[src/design/agc_pkg.sv]
// Shared types, constants and sine table builder for the gravity compensation block.
package agc_pkg;

  localparam int FRACTION_BITS    = 16;
  localparam int SINE_TABLE_DEPTH = 1024;
  localparam int IDX_W            = $clog2(SINE_TABLE_DEPTH);
  localparam int RATE_BITS        = 16;
  localparam int QDEPTH           = 2;

  localparam logic signed [63:0] FIX_ONE      = 64'sd1 <<< FRACTION_BITS;
  localparam logic signed [63:0] SMALL_005    = ((64'sd5 <<< FRACTION_BITS) + 64'sd50) / 64'sd100;
  localparam logic signed [63:0] REF_DEADBAND =
    ((64'sd34906585 <<< FRACTION_BITS) + 64'sd500000000) / 64'sd1000000000;
  localparam logic signed [32:0] TURN_PER_RAD = 33'sd683565276;

  localparam logic [63:0] ONE_Q30     = 64'd1 << 30;
  localparam logic [63:0] HALF_PI_Q30 = 64'd1686629713;

  // Configuration register indexes.
  localparam logic REG_LEARNING_RATE = 1'b0;
  localparam logic REG_MODEL_LIMIT   = 1'b1;

  typedef struct packed {
    logic               fresh;
    logic        [31:0] feedback_time;
    logic signed [31:0] actual_angle;
    logic signed [31:0] actual_speed;
    logic signed [31:0] measured_torque;
    logic signed [31:0] desired_angle;
    logic signed [31:0] desired_speed;
    logic signed [31:0] request_torque;
    logic signed [31:0] limit_torque;
  } item_t;

  // Queue entry: the item plus the front end's classification.
  typedef struct packed {
    item_t item;
    logic  no_drive;
  } qitem_t;

  typedef logic signed [31:0] rom_t [SINE_TABLE_DEPTH];

  function automatic logic signed [31:0] rom_entry(input logic [63:0] k);
    logic [63:0] p;
    logic [63:0] r;
    logic [63:0] x;
    logic [63:0] x2;
    logic [63:0] t;
    logic [63:0] s;
    logic [1:0]  q;
    p = (k << 32) / SINE_TABLE_DEPTH;
    q = p[31:30];
    r = p & (ONE_Q30 - 64'd1);
    if (q[0]) begin
      r = ONE_Q30 - r;
    end
    x  = (r * HALF_PI_Q30) >> 30;
    x2 = (x * x) >> 30;
    t  = ONE_Q30 - ((x2 * ONE_Q30) >> 30) / 110;
    t  = ONE_Q30 - ((x2 * t) >> 30) / 72;
    t  = ONE_Q30 - ((x2 * t) >> 30) / 42;
    t  = ONE_Q30 - ((x2 * t) >> 30) / 20;
    t  = ONE_Q30 - ((x2 * t) >> 30) / 6;
    s  = (((x * t) >> 30) + (64'd1 << (29 - FRACTION_BITS))) >> (30 - FRACTION_BITS);
    return q[1] ? -s[31:0] : s[31:0];
  endfunction

  function automatic rom_t build_rom();
    rom_t rom;
    for (int k = 0; k < SINE_TABLE_DEPTH; k++) begin
      rom[k] = rom_entry(64'(k));
    end
    return rom;
  endfunction

  // Symmetric saturation to +-lim, lim not negative.
  function automatic logic signed [63:0] sat(input logic signed [63:0] v,
                                             input logic signed [63:0] lim);
    logic signed [63:0] res;
    res = v;
    if (v < -lim) begin
      res = -lim;
    end else if (v > lim) begin
      res = lim;
    end
    return res;
  endfunction

  function automatic logic signed [63:0] abs64(input logic signed [63:0] v);
    return (v < 0) ? -v : v;
  endfunction

endpackage

[src/design/agc_front.sv]
// Front end: accepts input beats, classifies them and queues them for the back end.
module agc_front (
  input  logic            clk,
  input  logic            rst_n,
  input  logic            in_valid,
  output logic            in_stall,
  input  agc_pkg::item_t  in_item,
  output logic            q_valid,
  input  logic            q_pop,
  output agc_pkg::qitem_t q_head
);
  import agc_pkg::*;

  localparam int PW = $clog2(QDEPTH);

  qitem_t           mem_r [QDEPTH];
  logic [PW-1:0]    wr_r;
  logic [PW-1:0]    rd_r;
  logic [PW:0]      cnt_r;
  logic             push;
  logic             pop;

  assign in_stall = (cnt_r == (PW+1)'(QDEPTH));
  assign push     = in_valid && !in_stall;
  assign q_valid  = (cnt_r != '0);
  assign pop      = q_pop && q_valid;
  assign q_head   = mem_r[rd_r];

  always_ff @(posedge clk) begin
    if (push) begin
      mem_r[wr_r].item     <= in_item;
      // A non-positive torque limit means a zero result and no state change.
      mem_r[wr_r].no_drive <= (in_item.limit_torque <= 32'sd0);
    end
  end

  always_ff @(posedge clk) begin
    if (!rst_n) begin
      wr_r  <= '0;
      rd_r  <= '0;
      cnt_r <= '0;
    end else begin
      if (push) begin
        wr_r <= (wr_r == PW'(QDEPTH - 1)) ? '0 : wr_r + PW'(1);
      end
      if (pop) begin
        rd_r <= (rd_r == PW'(QDEPTH - 1)) ? '0 : rd_r + PW'(1);
      end
      cnt_r <= cnt_r + (PW+1)'(push) - (PW+1)'(pop);
    end
  end

endmodule

[config.mk]
export PLATFORM = sky130hd
export DESIGN_NAME = agc_front
export DESIGN_NICKNAME = d
export VERILOG_FILES = /design/src/design/agc_pkg.sv /design/src/design/agc_front.sv
export SDC_FILE = /design/constraint.sdc
export NUM_CORES = 1
export LEC_CHECK = 0
export ABC_AREA = 1
export BUFFER_PORTS_ARGS = -buffer_cell sky130_fd_sc_hd__buf_2
export CORE_ASPECT_RATIO = 2
export CORE_MARGIN = 5
export CORE_UTILIZATION = 53
export DETAILED_ROUTE_END_ITERATION = 12
export PLACE_DENSITY = 0.91
export SLEW_MARGIN = 20
export SYNTH_ARGS = -nofsm -noshare
export SYNTH_HDL_FRONTEND = slang
export SYNTH_SLANG_ARGS = --single-unit
export TNS_END_PERCENT = 50
[constraint.sdc]
create_clock -name clk -period 19.27 [get_ports clk]
set_input_delay 5.781 -clock clk [delete_from_list [all_inputs] [get_ports clk]]
set_output_delay 5.781 -clock clk [all_outputs]
set_load 0.01 [all_outputs]
# ---- After elaboration in Yosys (flattened, before gate mapping)
# Memory sizes are Yosys's and may differ from the RTL's. A register that Yosys moved wholly into a read port is not among the register bits.
# Index checks and enable logic that the tools add are counted.
dict set report word_totals {
  ff_bits 4
  input_bits 261
  mem_count 1
  mem_bits_rw 516
  wordCells 20
}
# memory depth word_bits rd rd_ports_with_merged_regs wr line_no
set mem_list {}
lappend mem_list {mem_r 2 258 1 1 1 agc_front.sv:16} ;# qitem_t mem_r [QDEPTH];
dict set report op_classes {
  n_eq_ne 1
  mux 6
  n_addsub 4
  order_cmp 1
  reduce_logical 4
}
# operator count
set op_table {}
lappend op_table {{$le A32 B1 Y1 const B} 1}
lappend op_table {{$mux W1} 6}
lappend op_table {{$add A1 B1 Y1 const B} 2}
lappend op_table {{$add A2 B1 Y2} 1}
lappend op_table {{$eq A2 B2 Y1 const B} 1}
lappend op_table {{$logic_and A1 B1 Y1} 2}
lappend op_table {{$reduce_bool A2 Y1} 1}
lappend op_table {{$sub A2 B1 Y2} 1}
lappend op_table {{$logic_not A1 Y1} 1}

# ---- Depth between registers and ports, before layout
dict set report logic_depth {
  depth_word 5
  depth_mapped 8
  mapped_depth_nobuf 8
}

# ---- Worst setup path before layout
# No wires, ideal clock.
dict set report synth_path {
  path_kind {input to register}
  startpoint {in in_valid}
  endpoint {mem mem_r[0][0] in the netlist's numbering (enable)}
  stages 2
  setup_slack_ns 1.843
  setup_time_ns 0.881
  n_path_buf 0
  t_arrival_ns 16.546
  path_cell_list {o21ai_2 -> nor2_1}
}
dict set report synth_via {
  elab_chain_cells 3
}
# element line_no
set synth_lines {}
lappend synth_lines {{start, declared} agc_front.sv:5} ;# input logic in_valid,
lappend synth_lines {{$logic_and A1 B1 Y1} agc_front.sv:24} ;# assign push = in_valid && !in_stall;
lappend synth_lines {{$mux W1} agc_front.sv:30} ;# if (push) begin
lappend synth_lines {{$mux W1 (not written as such)} agc_front.sv:33} ;# mem_r[wr_r].no_drive <= (in_item.limit_torque <= 32'sd0);
lappend synth_lines {{end, declared} agc_front.sv:16}
# Every way passes these cells.

==> metrics.log <==
[metrics] max-capacitance violation count: 0
[metrics] post-route insts no fill: 1922
[metrics] Layout area overhead: 23.06%
[metrics] post-synthesis cell type with the largest combined area: edfxtp_1
[metrics] area fraction of the dominant cell type after synthesis: 78.21%
[metrics] clk sink count: 521
[metrics] Skew-Pair Late Insertion Delay: 0.54 ns
[metrics] Post-layout nets: 1670
[metrics] number of DRC markers after the initial detailed-route iteration: 600
[metrics] Cell Rows: 100
[metrics] Pwr Density: 133.1 nW/um^2
[metrics] critical path data required time: 13.49 ns
[metrics] start-to-end type of the worst setup path: flip-flop to output pin
[metrics] register bit total from synthesis: 521
[metrics] most frequent cells after synthesis: 516 x edfxtp_1, 201 x mux2_4, 57 x mux2_2, 24 x buf_6, 23 x nor2_1
[metrics] number of buffers between clock root and the deepest sink: 3
[metrics] Slew Viols, Final: 0
[metrics] total via count in the routed design: 10.11k
[metrics] starting density of the core: 53.32%
[metrics] transition at the pin with the smallest max-transition slack: 1.096 ns
[metrics] IR Drop Worst-Case VDD: 0.0001389 V
[metrics] DRC violations left: 0
[metrics] sequential cell area: 15600 um^2
[metrics] height of the chip: 283.4 um
[metrics] register-to-register setup slack: 16.38 ns
[metrics] startpoint of the lowest-slack hold path: rd_r
[metrics] area taken by multi-input logic gates: 3899 um^2
[metrics] Post-synth EDFFs: 516
[metrics] first-pass GRT wire length: 66770 um
[metrics] top cells by area, synth: edfxtp_1 78%, mux2_4 15%, mux2_2 3.2%, buf_6 1.4%, dfxtp_1 0.51%
[metrics] end of the worst register-to-register path: mem_r[0][189]
[metrics] share of the yosys chip area belonging to registers: 78.71%
[metrics] hold depth: 1
[metrics] filler cell count in the final layout: 2408
[metrics] Core ar.: 37160 um^2
[metrics] aggregate global-route resource usage: 21.31%
[metrics] endpoint type of the worst setup path: output pin
[metrics] startpoint type of the worst setup path: flip-flop
[metrics] RSZ-0062 raised after global routing: false
[metrics] Min Clock Period, post-route: 9.639 ns
[metrics] highest fanout seen on the critical path: 66
[metrics] synthesized area divided by synthesized cell count: 23.01 um^2
[metrics] dominant register cell in the synthesized netlist: edfxtp_1
[metrics] Post-Syn Nets: 1124
[metrics] Top Ports: 521
[metrics] min-delay worst type: flip-flop to flip-flop
[metrics] share of post-route cells with drive strength above 1: 59.81%
[metrics] ratio of final minimum period to clock period: 50.02%
[metrics] grt ovf: 0
[metrics] Routed Wire Length: 45790 um
[metrics] Resized cells post-CTS: 0
[metrics] First-pass DRT Iterations: 4
[metrics] Hold Vio Cnt, Final: 0
[metrics] Fmax achieved: 103.7 MHz
[metrics] data arrival time of the critical path: 3.86 ns
[metrics] number of buffers inserted by port buffering: 520
[metrics] largest net degree at the start of global routing: 184
[metrics] final sum of negative setup slack: 0 ns
[metrics] hold slack final: 0.4429 ns
[metrics] final weighted congestion in routability-driven placement: 0.8495
[metrics] outcome: finished, final reports clean
[metrics] vias in the first global route: 11.15k
[metrics] Post-DP Area: 22780 um^2
[metrics] number of cell instances on the worst register-to-register path: 5
[metrics] Syn Inst Count: 861
[metrics] clk slew on worst S/H paths: 0.06 ns
[metrics] DPL Wire Length: 32450 um
[metrics] dominant cell by count in the synthesized netlist: edfxtp_1
[metrics] number of distinct library cells after synthesis: 17
[metrics] antenna-violating nets left: 0
[metrics] cell area after layout: 24380 um^2
[metrics] Crit Reg-Reg Startpoint: cnt_r[1]
[metrics] depth of the CTS H-tree: 2
[metrics] Leak: 9.477 nW
[metrics] CTS Root Cell: clkbuf_16
[metrics] CTS tree: done
[metrics] initial antenna violation count: 23
[metrics] endpoints failing setup: 0
[metrics] synth warn: 0
[metrics] max-slew headroom at the worst pin: 26.97%
[metrics] number of buffers inserted for hold repair after clock tree synthesis: 0
[metrics] count of buffers added by post-CTS timing repair for setup: 0
[metrics] worst clock skew on the final layout: 0.01203 ns
[metrics] Mapped Area: 19810 um^2
[metrics] Cells after DPL: 1819
[metrics] die width: 146.7 um
[metrics] vias per std cell: 5.262
[metrics] detailed-route wire length per cell: 23.82 um
[metrics] Die Area: 41580 um^2
[metrics] asr flop ratio synth: 0%
[metrics] cts bufs inserted: 45
[layout make-up]
type / instances / area share (%)
timing repair buffer: 528 / 11.02
antenna: 20 / 0.2053
inverter: 5 / 0.07698
sequential: 521 / 63.98
clock buffer: 58 / 5.034
multi-input combinational: 306 / 15.99
clock inverter: 25 / 1.334
tap: 459 / 2.356
[flip-flops by register name (all words and copies together), names as in the netlist, named ones only]
signal  count
cnt_r       2
wr_r        1
mem_r     516
rd_r        1
[per-stage QoR]
stage               utilization (%)  power [W]  setup slack (ns)
finish                        65.61   0.003244             9.631
global route                  65.58   0.003369             9.466
CTS                           65.47   0.003276             9.584
detailed placement            61.30   0.002340             10.20
global placement              61.30   0.002310             10.20
floorplan                         -   0.002119             1.843
[worst max-delay path by stage]
stage / from / to / slack (ns) / cells after the start
after floorplan: in_valid / mem_r[0][0] / 1.84 / 2
after global placement: flip-flop / q_head[102] / 10.20 / 4
after detailed placement: flip-flop / q_head[189] / 10.20 / 4
after CTS: flip-flop / q_head[189] / 9.58 / 4
after global routing: flip-flop / q_head[102] / 9.47 / 4
final: flip-flop / q_head[44] / 9.63 / 4
[where the power goes]
group / total, W / switching, W / internal (W)
clock: 0.000932 / 0.000384 / 0.000548
combinational: 0.000803 / 0.000415 / 0.000388
sequential: 0.00151 / 0.0000628 / 0.00145
total: 0.00324 / 0.000862 / 0.00238
[layout by cell type, fill, tap and decap left out, drive strengths merged]
cell type  synthesis  routed
buf               29     528
edfxtp           516     516
mux2             258     258
clkbuf             0      58
nor2              23      23
diode              0      20
clkinv             0      12
nand2             11      11
inv                5       8
bufinv             0       7
o21ai              5       5
dfxtp              5       5
a21oi              4       4
clkinvlp           0       3
ha                 2       2
o21a               1       1
or2                1       1
xnor2              1       1
[logic make-up after synthesis]
logic type / share of synthesized area [%]
DFF: 78.71
muxes: 18.47
and+or+nand+nor: 0.6757
buffers and inverters: 1.686
AOI/OAI and AO/OA: 0.2842
adders and majority gates: 0.1263
xor gates and xnor gates: 0.04421
[worst max-delay path, cell delays in order (launching register included)]
cell and delay, ns:
dfxtp_4 1.03, buf_4 0.86, buf_4 0.76, mux2_4 0.36
buf_2 0.15
[metal layers]
metal	wire (um)	GRT usage, %	part of all wire (%)	up-vias
li1	-	-	-	4515
met1	14490	21.59	32	5011
met2	25180	39.06	55	448
met3	3554	5.753	7.8	129
met4	2509	11.71	5.5	10
met5	49	0	0.11	-
Note: power is estimated with default switching activity, not from simulation.
